===== config.mk =====
export PLATFORM = sky130hd
export DESIGN_NAME = flight_phase_landing_alarm_flat
export DESIGN_NICKNAME = d
export VERILOG_FILES = /design/src/rtl/core/fpla_pkg.sv /design/src/rtl/core/fpla_if.sv /design/src/rtl/core/flight_phase_landing_alarm.sv /design/src/rtl/core/fpla_front.sv /design/src/rtl/core/fpla_queue.sv /design/src/rtl/core/fpla_back.sv /design/src/flat_wrapper.sv
export SDC_FILE = /design/constraint.sdc
export NUM_CORES = 2
export LEC_CHECK = 0
export BUFFER_PORTS_ARGS = -buffer_cell sky130_fd_sc_hd__buf_2
export CAP_MARGIN = 20
export CORE_MARGIN = 2
export CORE_UTILIZATION = 55
export DETAILED_ROUTE_END_ITERATION = 8
export PLACE_DENSITY_LB_ADDON = 0.1
export SKIP_LAST_GASP = 1
export SLEW_MARGIN = 20
export SYNTH_ARGS = -nofsm -noshare
export SYNTH_HDL_FRONTEND = slang
export SYNTH_HIERARCHICAL = 1
export SYNTH_SLANG_ARGS = --single-unit

===== constraint.sdc =====
create_clock -name clk -period 6.77 [get_ports clk]
set_clock_uncertainty 0.15 [all_clocks]
set_input_delay 1.0155 -clock clk [delete_from_list [all_inputs] [get_ports clk]]
set_output_delay 1.0155 -clock clk [all_outputs]
set_load 0.02 [all_outputs]

===== src/rtl/core/fpla_pkg.sv =====
// Shared types, widths and codes of the flight phase landing alarm.
package fpla_pkg;

  localparam int ALT_W   = 23;
  localparam int MEAN_W  = 22;
  localparam int MS_W    = 16;
  localparam int PHASE_W = 2;
  localparam int THR_W   = 22;

  localparam int WINDOW_DEF = 10;

  localparam logic [MEAN_W-1:0] MEAN_MAX = '1;

  // Word kinds on the input channel.
  localparam logic KIND_SAMPLE = 1'b0;
  localparam logic KIND_TICK   = 1'b1;

  // Flight phase codes.
  localparam logic [PHASE_W-1:0] PH_IDLE   = 2'd0;
  localparam logic [PHASE_W-1:0] PH_FLYING = 2'd1;
  localparam logic [PHASE_W-1:0] PH_LANDED = 2'd2;

  // Configuration register map.
  localparam int CFG_ADDR_W = 5;
  localparam int CFG_IDX_W  = 3;
  localparam int CFG_DATA_W = 32;
  localparam logic [CFG_IDX_W-1:0] REG_TAKEOFF  = 3'd0;
  localparam logic [CFG_IDX_W-1:0] REG_LANDING  = 3'd1;
  localparam logic [CFG_IDX_W-1:0] REG_DELAY    = 3'd2;
  localparam logic [CFG_IDX_W-1:0] REG_TONE_ON  = 3'd3;
  localparam logic [CFG_IDX_W-1:0] REG_TONE_OFF = 3'd4;

  localparam logic [THR_W-1:0] TAKEOFF_RST  = 22'd5000;
  localparam logic [THR_W-1:0] LANDING_RST  = 22'd3000;
  localparam logic [MS_W-1:0]  DELAY_RST    = 16'd3000;
  localparam logic [MS_W-1:0]  TONE_ON_RST  = 16'd300;
  localparam logic [MS_W-1:0]  TONE_OFF_RST = 16'd200;

  // Queue between the filter front and the phase back.
  localparam int QUEUE_DEPTH = 4;
  localparam int QPTR_W      = 2;

  typedef struct packed {
    logic              kind;
    logic [MEAN_W-1:0] mean;
  } item_t;

  typedef struct packed {
    logic [THR_W-1:0] takeoff_threshold_cm;
    logic [THR_W-1:0] landing_threshold_cm;
    logic [MS_W-1:0]  alarm_delay_ms;
    logic [MS_W-1:0]  tone_on_ms;
    logic [MS_W-1:0]  tone_off_ms;
  } cfg_t;

endpackage


===== src/rtl/core/fpla_if.sv =====
// Valid/ready channel interfaces for the input and result words.
interface fpla_in_if;
  import fpla_pkg::*;

  logic                    valid;
  logic                    ready;
  logic                    kind;
  logic signed [ALT_W-1:0] altitude_cm;

  modport source (output valid, output kind, output altitude_cm, input ready);
  modport sink (input valid, input kind, input altitude_cm, output ready);
endinterface

interface fpla_out_if;
  import fpla_pkg::*;

  logic               valid;
  logic               ready;
  logic [MEAN_W-1:0]  filtered_altitude_cm;
  logic [PHASE_W-1:0] flight_phase;
  logic               alarm_started;
  logic               tone_on;

  modport source (output valid, output filtered_altitude_cm, output flight_phase,
                  output alarm_started, output tone_on, input ready);
  modport sink (input valid, input filtered_altitude_cm, input flight_phase,
                input alarm_started, input tone_on, output ready);
endinterface


===== src/rtl/core/flight_phase_landing_alarm.sv =====
// Top level: flight phase detector with landing alarm and register port.
// Path: front pipeline, queue, back result register. Throughput: one word per cycle
// while results are taken; the back takes one word per cycle from the queue unless
// its result is held, and the front stalls only when the four-entry queue is full.
// Reset: synchronous, active low; it restores register defaults, clears the
// ring valid bits at once (no clearing pass) and empties all pipeline stages.
module flight_phase_landing_alarm #(
  parameter int WINDOW = fpla_pkg::WINDOW_DEF
) (
  input  logic                            clk,
  input  logic                            rst_n,
  fpla_in_if.sink                         in_ch,
  fpla_out_if.source                      out_ch,
  input  logic                            cfg_psel,
  input  logic                            cfg_penable,
  input  logic                            cfg_pwrite,
  input  logic [fpla_pkg::CFG_ADDR_W-1:0] cfg_paddr,
  input  logic [fpla_pkg::CFG_DATA_W-1:0] cfg_pwdata,
  output logic [fpla_pkg::CFG_DATA_W-1:0] cfg_prdata,
  output logic                            cfg_pready
);
  import fpla_pkg::*;

  // Configuration registers. The user must write only while the block is idle;
  // this is not enforced, and the back reads them directly without any shadowing.
  cfg_t                 cfg_r;
  logic                 cfg_wr;
  logic [CFG_IDX_W-1:0] cfg_idx;

  // Link between the front, the queue and the back.
  logic  push_vld;
  item_t push_item;
  logic  q_full;
  logic  pop;
  logic  pop_vld;
  item_t pop_item;

  assign cfg_pready = 1'b1;
  assign cfg_idx    = cfg_paddr[CFG_ADDR_W-1:2];
  assign cfg_wr     = cfg_psel && cfg_penable && cfg_pwrite && cfg_pready;

  always_ff @(posedge clk) begin
    if (!rst_n) begin
      cfg_r.takeoff_threshold_cm <= TAKEOFF_RST;
      cfg_r.landing_threshold_cm <= LANDING_RST;
      cfg_r.alarm_delay_ms       <= DELAY_RST;
      cfg_r.tone_on_ms           <= TONE_ON_RST;
      cfg_r.tone_off_ms          <= TONE_OFF_RST;
    end else if (cfg_wr) begin
      unique case (cfg_idx)
        REG_TAKEOFF:  cfg_r.takeoff_threshold_cm <= cfg_pwdata[THR_W-1:0];
        REG_LANDING:  cfg_r.landing_threshold_cm <= cfg_pwdata[THR_W-1:0];
        REG_DELAY:    cfg_r.alarm_delay_ms       <= cfg_pwdata[MS_W-1:0];
        REG_TONE_ON:  cfg_r.tone_on_ms           <= cfg_pwdata[MS_W-1:0];
        REG_TONE_OFF: cfg_r.tone_off_ms          <= cfg_pwdata[MS_W-1:0];
        default: begin
        end
      endcase
    end
  end

  // Read data follows the address; unmapped addresses read as zero.
  always_comb begin
    unique case (cfg_idx)
      REG_TAKEOFF:  cfg_prdata = CFG_DATA_W'(cfg_r.takeoff_threshold_cm);
      REG_LANDING:  cfg_prdata = CFG_DATA_W'(cfg_r.landing_threshold_cm);
      REG_DELAY:    cfg_prdata = CFG_DATA_W'(cfg_r.alarm_delay_ms);
      REG_TONE_ON:  cfg_prdata = CFG_DATA_W'(cfg_r.tone_on_ms);
      REG_TONE_OFF: cfg_prdata = CFG_DATA_W'(cfg_r.tone_off_ms);
      default:      cfg_prdata = '0;
    endcase
  end

  // The front keeps the sample ring and the running sum, and turns each accepted
  // word into a classified queue entry; a sample's entry carries the clamped mean.
  fpla_front #(
    .WINDOW (WINDOW)
  ) u_front (
    .clk       (clk),
    .rst_n     (rst_n),
    .in_ch     (in_ch),
    .push_vld  (push_vld),
    .push_item (push_item),
    .push_full (q_full)
  );

  // The queue lets the front keep filtering while the result side stalls.
  fpla_queue u_queue (
    .clk       (clk),
    .rst_n     (rst_n),
    .push_vld  (push_vld),
    .push_item (push_item),
    .full      (q_full),
    .pop       (pop),
    .pop_vld   (pop_vld),
    .pop_item  (pop_item)
  );

  // The back runs the phase machine, the landing timer and the tone, one word per
  // cycle unless the result word is stalled, and holds the result word until it is taken.
  fpla_back u_back (
    .clk      (clk),
    .rst_n    (rst_n),
    .cfg      (cfg_r),
    .pop_vld  (pop_vld),
    .pop_item (pop_item),
    .pop      (pop),
    .out_ch   (out_ch)
  );

endmodule


===== src/rtl/core/fpla_front.sv =====
// Front part: sample ring, running sum and window mean pipeline.
module fpla_front #(
  parameter int WINDOW = fpla_pkg::WINDOW_DEF
) (
  input  logic            clk,
  input  logic            rst_n,
  fpla_in_if.sink         in_ch,
  output logic            push_vld,
  output fpla_pkg::item_t push_item,
  input  logic            push_full
);
  import fpla_pkg::*;

  localparam int PW      = $clog2(WINDOW);
  localparam int SUM_W   = ALT_W + PW;
  localparam int MAG_W   = SUM_W - 1;
  localparam int SHIFT   = MAG_W + PW;
  localparam int RECIP_W = MAG_W + 1;
  localparam int PROD_W  = MAG_W + RECIP_W;
  localparam int Q_W     = PROD_W - SHIFT;
  localparam logic [63:0] RECIP_64 =
    ((64'd1 << SHIFT) + 64'(WINDOW) - 64'd1) / 64'(WINDOW);
  localparam logic [RECIP_W-1:0] RECIP = RECIP_W'(RECIP_64);

  logic                    accept;
  logic                    take;
  logic [PW-1:0]           pos_r;
  logic [PW-1:0]           pos_nxt;
  logic [PW-1:0]           rd_addr;
  logic signed [ALT_W-1:0] ring_mem [WINDOW];
  logic signed [ALT_W-1:0] rd_data_r;
  logic                    rd_vld_r;
  logic [WINDOW-1:0]       ring_vld_r;
  logic signed [ALT_W-1:0] old_val;
  logic signed [SUM_W-1:0] sum_r;
  logic signed [SUM_W-1:0] sum_nxt;

  logic              s1_vld_r;
  logic              s1_kind_r;
  logic              s1_neg_r;
  logic [MAG_W-1:0]  s1_mag_r;
  logic              s2_vld_r;
  logic              s2_kind_r;
  logic              s2_neg_r;
  logic [PROD_W-1:0] s2_prod_r;
  logic              s1_en;
  logic              s2_en;
  logic [Q_W-1:0]    quot;

  assign s2_en       = !s2_vld_r || !push_full;
  assign s1_en       = !s1_vld_r || s2_en;
  assign in_ch.ready = s1_en;
  assign accept      = in_ch.valid && in_ch.ready;
  assign take        = accept && (in_ch.kind == KIND_SAMPLE);

  assign pos_nxt = (pos_r == PW'(WINDOW - 1)) ? '0 : pos_r + 1'b1;
  // The next slot is fetched ahead, so the oldest sample is ready on arrival.
  assign rd_addr = take ? pos_nxt : pos_r;
  assign old_val = rd_vld_r ? rd_data_r : '0;
  assign sum_nxt = sum_r - SUM_W'(old_val) + SUM_W'(in_ch.altitude_cm);

  always_ff @(posedge clk) begin
    if (take) begin
      ring_mem[pos_r] <= in_ch.altitude_cm;
    end
    rd_data_r <= ring_mem[rd_addr];
  end

  always_ff @(posedge clk) begin
    if (!rst_n) begin
      pos_r      <= '0;
      sum_r      <= '0;
      ring_vld_r <= '0;
      rd_vld_r   <= 1'b0;
    end else begin
      rd_vld_r <= ring_vld_r[rd_addr];
      if (take) begin
        pos_r             <= pos_nxt;
        sum_r             <= sum_nxt;
        ring_vld_r[pos_r] <= 1'b1;
      end
    end
  end

  always_ff @(posedge clk) begin
    if (!rst_n) begin
      s1_vld_r <= 1'b0;
      s2_vld_r <= 1'b0;
    end else begin
      if (s1_en) begin
        s1_vld_r <= accept;
      end
      if (s2_en) begin
        s2_vld_r <= s1_vld_r;
      end
    end
  end

  always_ff @(posedge clk) begin
    if (s1_en) begin
      s1_kind_r <= in_ch.kind;
      s1_neg_r  <= sum_nxt[SUM_W-1];
      s1_mag_r  <= sum_nxt[MAG_W-1:0];
    end
    if (s2_en) begin
      s2_kind_r <= s1_kind_r;
      s2_neg_r  <= s1_neg_r;
      s2_prod_r <= PROD_W'(s1_mag_r) * PROD_W'(RECIP);
    end
  end

  // Division by the window length is a reciprocal multiply, exact for any non-negative sum.
  assign quot = s2_prod_r[PROD_W-1:SHIFT];

  always_comb begin
    push_item.kind = s2_kind_r;
    if (s2_neg_r) begin
      push_item.mean = '0;
    end else if (quot > Q_W'(MEAN_MAX)) begin
      push_item.mean = MEAN_MAX;
    end else begin
      push_item.mean = quot[MEAN_W-1:0];
    end
  end

  assign push_vld = s2_vld_r;

endmodule


===== src/rtl/core/fpla_queue.sv =====
// Short queue of classified words between front and back.
module fpla_queue (
  input  logic            clk,
  input  logic            rst_n,
  input  logic            push_vld,
  input  fpla_pkg::item_t push_item,
  output logic            full,
  input  logic            pop,
  output logic            pop_vld,
  output fpla_pkg::item_t pop_item
);
  import fpla_pkg::*;

  item_t             store [QUEUE_DEPTH];
  logic [QPTR_W-1:0] wr_ptr_r;
  logic [QPTR_W-1:0] rd_ptr_r;
  logic [QPTR_W:0]   count_r;
  logic [QPTR_W:0]   count_nxt;
  logic              push_ok;
  logic              pop_ok;

  assign full     = (count_r == (QPTR_W + 1)'(QUEUE_DEPTH));
  assign pop_vld  = (count_r != '0);
  assign push_ok  = push_vld && !full;
  assign pop_ok   = pop && pop_vld;
  assign pop_item = store[rd_ptr_r];

  always_comb begin
    count_nxt = count_r;
    if (push_ok && !pop_ok) begin
      count_nxt = count_r + 1'b1;
    end else if (pop_ok && !push_ok) begin
      count_nxt = count_r - 1'b1;
    end
  end

  always_ff @(posedge clk) begin
    if (push_ok) begin
      store[wr_ptr_r] <= push_item;
    end
  end

  always_ff @(posedge clk) begin
    if (!rst_n) begin
      wr_ptr_r <= '0;
      rd_ptr_r <= '0;
      count_r  <= '0;
    end else begin
      count_r <= count_nxt;
      if (push_ok) begin
        wr_ptr_r <= wr_ptr_r + 1'b1;
      end
      if (pop_ok) begin
        rd_ptr_r <= rd_ptr_r + 1'b1;
      end
    end
  end

endmodule


===== src/rtl/core/fpla_back.sv =====
// Back part: flight phase, landing timer, alarm and tone, result register.
module fpla_back (
  input  logic            clk,
  input  logic            rst_n,
  input  fpla_pkg::cfg_t  cfg,
  input  logic            pop_vld,
  input  fpla_pkg::item_t pop_item,
  output logic            pop,
  fpla_out_if.source      out_ch
);
  import fpla_pkg::*;

  logic               take;
  logic               out_valid_r;
  logic               out_valid_nxt;
  logic [MEAN_W-1:0]  mean_r;
  logic [MEAN_W-1:0]  mean_nxt;
  logic [PHASE_W-1:0] phase_r;
  logic [PHASE_W-1:0] phase_nxt;
  logic [MS_W-1:0]    since_r;
  logic [MS_W-1:0]    since_nxt;
  logic               alarm_r;
  logic               alarm_nxt;
  logic               tone_r;
  logic               tone_nxt;
  logic [MS_W-1:0]    timer_r;
  logic [MS_W-1:0]    timer_nxt;
  logic [MS_W-1:0]    timer_inc;
  logic [MS_W-1:0]    limit;

  assign take = pop_vld && (!out_valid_r || out_ch.ready);
  assign pop  = take;

  assign limit     = tone_r ? cfg.tone_on_ms : cfg.tone_off_ms;
  assign timer_inc = (timer_r != '1) ? timer_r + 1'b1 : timer_r;

  always_comb begin
    mean_nxt  = mean_r;
    phase_nxt = phase_r;
    since_nxt = since_r;
    alarm_nxt = alarm_r;
    tone_nxt  = tone_r;
    timer_nxt = timer_r;
    if (take) begin
      if (pop_item.kind == KIND_SAMPLE) begin
        mean_nxt = pop_item.mean;
        unique case (phase_r)
          PH_IDLE: begin
            if (pop_item.mean > cfg.takeoff_threshold_cm) begin
              phase_nxt = PH_FLYING;
            end
          end
          PH_FLYING: begin
            if (pop_item.mean < cfg.landing_threshold_cm) begin
              phase_nxt = PH_LANDED;
              since_nxt = '0;
            end
          end
          default: begin
          end
        endcase
      end else begin
        if (phase_r == PH_LANDED && !alarm_r && since_r != '1) begin
          since_nxt = since_r + 1'b1;
        end
        if (alarm_r) begin
          if (timer_inc >= limit) begin
            tone_nxt  = !tone_r;
            timer_nxt = '0;
          end else begin
            timer_nxt = timer_inc;
          end
        end
      end
      // The alarm check follows every word, so a zero delay fires on landing.
      if (phase_nxt == PH_LANDED && !alarm_r && since_nxt >= cfg.alarm_delay_ms) begin
        alarm_nxt = 1'b1;
        tone_nxt  = 1'b1;
        timer_nxt = '0;
      end
    end
  end

  always_comb begin
    out_valid_nxt = out_valid_r;
    if (take) begin
      out_valid_nxt = 1'b1;
    end else if (out_ch.ready) begin
      out_valid_nxt = 1'b0;
    end
  end

  always_ff @(posedge clk) begin
    if (!rst_n) begin
      out_valid_r <= 1'b0;
      mean_r      <= '0;
      phase_r     <= PH_IDLE;
      since_r     <= '0;
      alarm_r     <= 1'b0;
      tone_r      <= 1'b0;
      timer_r     <= '0;
    end else begin
      out_valid_r <= out_valid_nxt;
      mean_r      <= mean_nxt;
      phase_r     <= phase_nxt;
      since_r     <= since_nxt;
      alarm_r     <= alarm_nxt;
      tone_r      <= tone_nxt;
      timer_r     <= timer_nxt;
    end
  end

  assign out_ch.valid                = out_valid_r;
  assign out_ch.filtered_altitude_cm = mean_r;
  assign out_ch.flight_phase         = phase_r;
  assign out_ch.alarm_started        = alarm_r;
  assign out_ch.tone_on              = tone_r;

  a_landed_final: assert property (@(posedge clk) disable iff (!rst_n)
    phase_r == PH_LANDED |=> phase_r == PH_LANDED)
    else $error("landed phase was left");

  a_alarm_holds: assert property (@(posedge clk) disable iff (!rst_n)
    alarm_r |=> alarm_r)
    else $error("alarm dropped after latching");

  a_alarm_landed: assert property (@(posedge clk) disable iff (!rst_n)
    alarm_r |-> phase_r == PH_LANDED)
    else $error("alarm active outside the landed phase");

  a_tone_needs_alarm: assert property (@(posedge clk) disable iff (!rst_n)
    !alarm_r |-> !tone_r)
    else $error("tone on without alarm");

  a_result_holds: assert property (@(posedge clk) disable iff (!rst_n)
    out_valid_r && !out_ch.ready |=> $stable(phase_r) && $stable(mean_r) && $stable(tone_r))
    else $error("state moved while the result word was stalled");

endmodule


===== src/flat_wrapper.sv =====
// flat-port wrapper written by rule: the top's interface ports become plain ports
module flight_phase_landing_alarm_flat import fpla_pkg::*;
#(
  parameter int WINDOW = fpla_pkg::WINDOW_DEF
)
  (clk, rst_n, cfg_psel, cfg_penable, cfg_pwrite, cfg_paddr, cfg_pwdata, cfg_prdata, cfg_pready, in_ch_valid, in_ch_kind, in_ch_altitude_cm, in_ch_ready, out_ch_valid, out_ch_filtered_altitude_cm, out_ch_flight_phase, out_ch_alarm_started, out_ch_tone_on, out_ch_ready);
  fpla_in_if in_ch_i ();
  fpla_out_if out_ch_i ();
  input  logic clk;
  input  logic rst_n;
  input  logic cfg_psel;
  input  logic cfg_penable;
  input  logic cfg_pwrite;
  input  logic [fpla_pkg::CFG_ADDR_W-1:0] cfg_paddr;
  input  logic [fpla_pkg::CFG_DATA_W-1:0] cfg_pwdata;
  output logic [fpla_pkg::CFG_DATA_W-1:0] cfg_prdata;
  output logic cfg_pready;
  input wire logic [$bits(in_ch_i.valid)-1:0] in_ch_valid;
  input wire logic [$bits(in_ch_i.kind)-1:0] in_ch_kind;
  input wire logic [$bits(in_ch_i.altitude_cm)-1:0] in_ch_altitude_cm;
  output wire logic [$bits(in_ch_i.ready)-1:0] in_ch_ready;
  output wire logic [$bits(out_ch_i.valid)-1:0] out_ch_valid;
  output wire logic [$bits(out_ch_i.filtered_altitude_cm)-1:0] out_ch_filtered_altitude_cm;
  output wire logic [$bits(out_ch_i.flight_phase)-1:0] out_ch_flight_phase;
  output wire logic [$bits(out_ch_i.alarm_started)-1:0] out_ch_alarm_started;
  output wire logic [$bits(out_ch_i.tone_on)-1:0] out_ch_tone_on;
  input wire logic [$bits(out_ch_i.ready)-1:0] out_ch_ready;
  assign in_ch_i.valid = in_ch_valid;
  assign in_ch_i.kind = in_ch_kind;
  assign in_ch_i.altitude_cm = in_ch_altitude_cm;
  assign in_ch_ready = in_ch_i.ready;
  assign out_ch_valid = out_ch_i.valid;
  assign out_ch_filtered_altitude_cm = out_ch_i.filtered_altitude_cm;
  assign out_ch_flight_phase = out_ch_i.flight_phase;
  assign out_ch_alarm_started = out_ch_i.alarm_started;
  assign out_ch_tone_on = out_ch_i.tone_on;
  assign out_ch_i.ready = out_ch_ready;
  flight_phase_landing_alarm #(.WINDOW(WINDOW)) u_core (.clk(clk), .rst_n(rst_n), .in_ch(in_ch_i), .out_ch(out_ch_i), .cfg_psel(cfg_psel), .cfg_penable(cfg_penable), .cfg_pwrite(cfg_pwrite), .cfg_paddr(cfg_paddr), .cfg_pwdata(cfg_pwdata), .cfg_prdata(cfg_prdata), .cfg_pready(cfg_pready));
endmodule

==> Word-level counts from Yosys, hierarchy flattened <==
Memories as Yosys holds them, arrays and structs flattened. A register that Yosys moved wholly into a read port is not among the register bits.
Cells that the tools add are included.
Widths: inputs -> output; s select.
{ "totals": {"reg_bits": 285, "latchBits": 0, "ramBits": 322, "mem_bits_ro": 0, "inputBits": 68, "elab_cells": 143, "mem_count": 2} }
{ "op_classes": {"n_addsub": 9, "mul": 1, "div_mod_pow": 0, "order_cmp": 8, "eq_ne": 11, "n_shift": 0, "muxes": 40, "bitwise": 3, "reduce_logical": 42} }
{ "mem_list": {"columns": ["memory", "words", "word_bits", "read_ports", "rd_ports_with_merged_regs", "write_ports", "line", "source"], "rows": [
  ["u_core.u_front.ring_mem", 10, 23, 1, 1, 1, "fpla_front.sv:30", "logic signed [ALT_W-1:0] ring_mem [WINDOW];"],
  ["u_core.u_queue.store", 4, 23, 1, 1, 1, "fpla_queue.sv:14", "item_t store [QUEUE_DEPTH];"]
]} }
{ "ops": {"columns": ["operator", "n"], "rows": [
  ["$mux 16", 11],
  ["$pmux 22 s5", 1],
  ["$mul 26x27->53 const B", 1],
  ["$mux 22", 2],
  ["$add 16x1->16 const B", 2],
  ["$ge 16x16->1", 2],
  ["$ne 16x16->1 const B", 2],
  ["$add 27x23->27", 1],
  ["$sub 27x23->27", 1],
  ["$gt 23x22->1 const B", 1],
  ["$mux 23", 1],
  ["$gt 22x22->1", 1],
  ["$lt 22x22->1", 1],
  ["$logic_and 1x1->1", 14],
  ["$reduce_and 2->1", 7],
  ["$mux 1", 12],
  ["$mux 2", 6],
  ["$lt 4x5->1 const B", 2],
  ["$or 10x10->10", 1],
  ["$reduce_bool 2->1", 5],
  ["$logic_not 1->1", 8],
  ["$mux 4", 2],
  ["$eq 3x2->1 const B", 2],
  ["$eq 3x3->1 const B", 2],
  ["other kinds (20)", 26]
]} }

==> Longest topological paths before layout <==
{ "logic_depth": {"depth_word": 10, "depth_mapped": 25, "ltp_nobuf": 25} }

==> Cells and area by module <==
Netlist, hierarchy kept.
{ "by_module_without_submodules": {"columns": ["module", "instances", "cells_per_inst", "area_per_inst_um2", "seq_area_each_um2"], "rows": [
  ["fpla_front", 1, 2004, 24143.2, 9839.4],
  ["fpla_back", 1, 669, 5037.3, 1181.1],
  ["flight_phase_landing_alarm", 1, 458, 4329.2, 1841.8],
  ["fpla_queue", 1, 168, 3832.4, 2942.8]
]} }

==> Worst setup path after synthesis <==
OpenSTA, ideal clock, no wires.
{ "synth_timing": {"kind": "reg-to-reg", "start": "reg u_core.u_front.s1_mag_r[20]", "end": "reg u_core.u_front.s2_prod_r[46], data pin", "t_arrival_ns": 6.127, "required_ns": 6.351, "path_slack_ns": 0.225, "path_stages_with_launch": 22, "path_cell_list": "edfxtp_1 > ha_1 > inv_1 > fa_1 > fa_1 > inv_1 > fa_1 > fa_1 > inv_1 > fa_1 > fa_1 > inv_1 > ha_1 > buf_2 > a21o_1 > a2111oi_0 > o32ai_1 > a21oi_1 > o221ai_1 > nor2_1 > o31ai_1 > xor2_1"} }
{ "synth_between": {"elab_chain_cells": 1} }
{ "synth_rtl": {"columns": ["item", "line", "source"], "rows": [
  ["start: declaration", "fpla_front.sv:41", "logic [MAG_W-1:0] s1_mag_r;"],
  ["start signal: assignment", "fpla_front.sv:103", "s1_mag_r <= sum_nxt[MAG_W-1:0];"],
  ["$mul 26x27->53", "fpla_front.sv:108", "s2_prod_r <= PROD_W'(s1_mag_r) * PROD_W'(RECIP);"],
  ["end signal: assignment", "fpla_front.sv:108", null],
  ["end: declaration", "fpla_front.sv:45", "logic [PROD_W-1:0] s2_prod_r;"]
]} }
No other way between the ends.
A chain may end at the register's enable or synchronous reset.

==> Worst setup path in the final report <==
{ "layout_timing": {"start": "reg u_core.u_front.s1_mag_r[25]", "end": "reg u_core.u_front.s2_prod_r[51], data pin"} }
The elaborated chain is that of the path after synthesis.

==> qor.txt <==
routed wire length -> 89.9 mm
initial antenna violation count -> 2
RSZ-0062 raised after global routing -> yes
RR Endpoint -> u_core/u_front/s2_prod_r[51]
Worst Path Required -> 6.97 ns
fin nets -> 4121
dominant cell type by area after synthesis -> edfxtp_1
CTS Buf Count -> 66
Reg2Reg Setup Slack -> 0.07 ns
antenna-violating nets left -> 0
Initial Util -> 0.556
Tot GR Track Use -> 0.260
layout overhead on the synthesized area -> 13.4%
Synth Area in Adders -> 0.224
DRT iter0 DRCs -> 1614
setup ws final -> 0.0677 ns
via count -> 25.1k
global placement routability congestion -> 0.927
Critical Path Sink Type -> register
Post-Synthesis Cells -> 3299
most frequently used flop master after synthesis -> edfxtp_1
highest clock rate -> 0.149 GHz
share of the synthesized area in the top cell type -> 0.302
Routed met3 length -> 3.43 mm
post-synthesis simple-gate area fraction -> 0.0956
Die X -> 265 um
Hold Crit Class -> reg -> reg
Final setup viols -> 0
most frequent cells in the layout -> inv_1 (507), edfxtp_1 (375), ha_1 (300)
RR Startpoint -> u_core/u_front/s1_mag_r[25]
final worst path period share -> 0.990
clk_lat worst skew -> 0.61 ns
worst slew pin tran -> 1.05 ns
number of synthesis warnings -> 6
Final Max Tran Viols -> 0
Routed WL per cell -> 20.2 um
via/cell ratio -> 5.64
Max-slew headroom -> 0.298
Setup CP Type -> reg -> reg
CP Launch Type -> register
pre-CTS setup slack -> -0.295 ns
H-tree depth -> 3
min Tclk post-route -> 6.70 ns
Antenna Diode Count -> 0
Seq/Total Area, Yosys -> 0.423
Compound-Gate Fraction of Synth Area -> 0.0885
WHS Endpoint -> u_core/u_front/s2_kind_r
Worst Path Arrival -> 6.90 ns
CP max FO -> 4
final global-route overflow total -> 0
DR pass1 iterations -> 7
FF+latch count, synth -> 602
share of cells above drive strength 1 -> 0.169
CTS tree -> done
row count -> 95
cell count of the worst hold path -> 0
I/O Buffers -> 105
DRT met1 WL -> 39.4 mm
largest family of logic cells by synthesized area -> adder cells
mux share of post-synthesis cell area -> 0.0839
metal2 WL -> 44.2 mm
ranking of synthesized cells by area -> edfxtp_1 (30%), dfxtp_1 (12%), fa_1 (12%)
pin count of the biggest net entering global routing -> 145
Netlist cell types -> 100
Synth Area in XOR/XNOR -> 0.0145
clk buf depth -> 3
DRC errors left -> 0
commonest non-fill, non-tap cell in the layout -> inv_1
Post-Syn Area -> 37300 um2
clock sinks -> 602
outcome -> finished, final reports clean
DR top layer -> met5
EDFF count, synth -> 375
I/O pin count -> 129
die area -> 70000 um2
Root Buffer Master -> clkbuf_16
Fin. Hold Viols -> 0
DP HPWL -> 67.0 mm
vias in the first global route -> 25.9k
syn_area_per_cell -> 11.3 um2
R2R cell count -> 21
worst hold start -> u_core/u_front/s1_kind_r
Die Span Y -> 265 um
core area -> 67200 um2
max_cap viols -> 0
Async SR Flop Fraction -> 0
Clock Pin Slew Worst Setup and Hold Paths -> 0.06 ns
first-pass GRT wire length -> 143 mm
[worst max path at each step]
| stage | from | to | slack [ns] | cells past startpoint |
|---|---|---|---|---|
| finish | u_core/u_front/s1_mag_r[25] | u_core/u_front/s2_prod_r[51] | 0.07 | 21 |
| global route | u_core/u_front/s1_mag_r[25] | u_core/u_front/s2_prod_r[51] | -0.09 | 21 |
| CTS | u_core/u_front/s1_mag_r[23] | u_core/u_front/s2_prod_r[47] | 0.02 | 23 |
| detailed placement | u_core/u_front/s1_mag_r[23] | u_core/u_front/s2_prod_r[47] | -0.30 | 23 |
| global placement | u_core/u_front/s1_mag_r[23] | u_core/u_front/s2_prod_r[43] | -0.23 | 23 |
| floorplan | u_core/u_front/s1_mag_r[20] | u_core/u_front/s2_prod_r[46] | 0.22 | 21 |
[synthesized netlist by cell type (all sizes together), types with 41 or more instances]
cell type / number
a21o: 50
a21oi: 160
and2: 41
buf: 56
clkbuf: 67
dfxtp: 227
edfxtp: 375
fa: 219
ha: 318
inv: 520
mux2i: 133
mux4: 71
nand2: 257
nand3: 61
nor2: 143
nor2b: 67
o21ai: 79
xnor2: 41
[state kept, by name, summed over array words and instances (netlist names), 2 cells and up, named ones only]
name                                       flops
u_core/u_queue/store                          92
u_core/u_front/pos_r                           4
u_core/u_front/ring_mem                      230
u_core/u_front/sum_r                          27
u_core/u_back/timer_r                         16
u_core/u_front/s2_prod_r                      23
u_core/u_queue/wr_ptr_r                        2
u_core/u_front/ring_vld_r                     10
u_core/u_queue/count_r                         3
u_core/u_back/since_r                         16
u_core/u_queue/rd_ptr_r                        2
u_core/u_front/rd_data_r                      23
u_core/u_back/out_ch.flight_phase              2
u_core/u_back/out_ch.filtered_altitude_cm     22
u_core/cfg_r                                  92
u_core/u_front/s1_mag_r                       26
[critical path, stage by stage (launching register included)]
cell and delay, ns:
edfxtp_1 0.47, fa_1 0.52, inv_1 0.05, fa_1 0.49
fa_1 0.52, inv_2 0.04, fa_2 0.53, inv_2 0.06
fa_2 0.57, inv_2 0.04, fa_1 0.45, fa_1 0.54
ha_4 0.22, a21o_1 0.16, a21o_1 0.19, a21oi_2 0.19
o311ai_4 0.12, a221oi_2 0.33, nand2_4 0.13, a311o_1 0.37
and3_1 0.17, xor2_1 0.14
[through the flow]
| step | hold WS (ns) | std cells | setup TNS (ns) | util | instance area, um2 |
|---|---|---|---|---|---|
| 6_report | 0.282 | 4442 | 0 | 0.630 | 42300 |
| 5_1_grt | 0.294 | 4442 | -0.485 | 0.630 | 42300 |
| 4_1_cts | 0.279 | 4430 | 0 | 0.624 | 41900 |
| 3_5_place_dp | 0.271 | 4303 | -2.53 | 0.588 | 39500 |
| 3_3_place_gp | 0.263 | 4303 | -2.00 | 0.588 | 39500 |
| 2_1_floorplan | 0.250 | 3308 | 0 | - | 37400 |
[kinds of logic after synthesis]
kind of cell / Yosys count
multiplexers: 222
XOR/XNOR: 61
AND/OR/NAND/NOR: 730
buffers and inverters: 645
flip-flops: 602
AO/OA/AOI/OAI: 500
adder cells (fa/ha/maj): 537
other: 2
[routing by layer]
layer | vias to the layer above | GRT usage
met1 | 12488 | 0.353
met4 | 2 | 0.0799
met3 | 148 | 0.0285
met5 | - | 0
li1 | 11832 | -
met2 | 592 | 0.442
[area by class of cell]
class	instances	area, um2
clock buffers	91	1870
clock inverters	30	358
fillers	5316	24800
inverters	522	1960
multi-input cells	2061	19500
flip-flops and latches	602	15800
well taps	873	1090
repair buffers	263	1750
[repair_timing]
item                                    CTS  global route
endpoints found under the setup margin   19            21
hold buffers                              0             0
setup buffers                             6            12
pin swaps                                19            48
resized for setup                        19            86
Power is left out: the tool's default activity adds up to more than one toggle a clock period on the data nets, which glitch-free logic cannot reach.
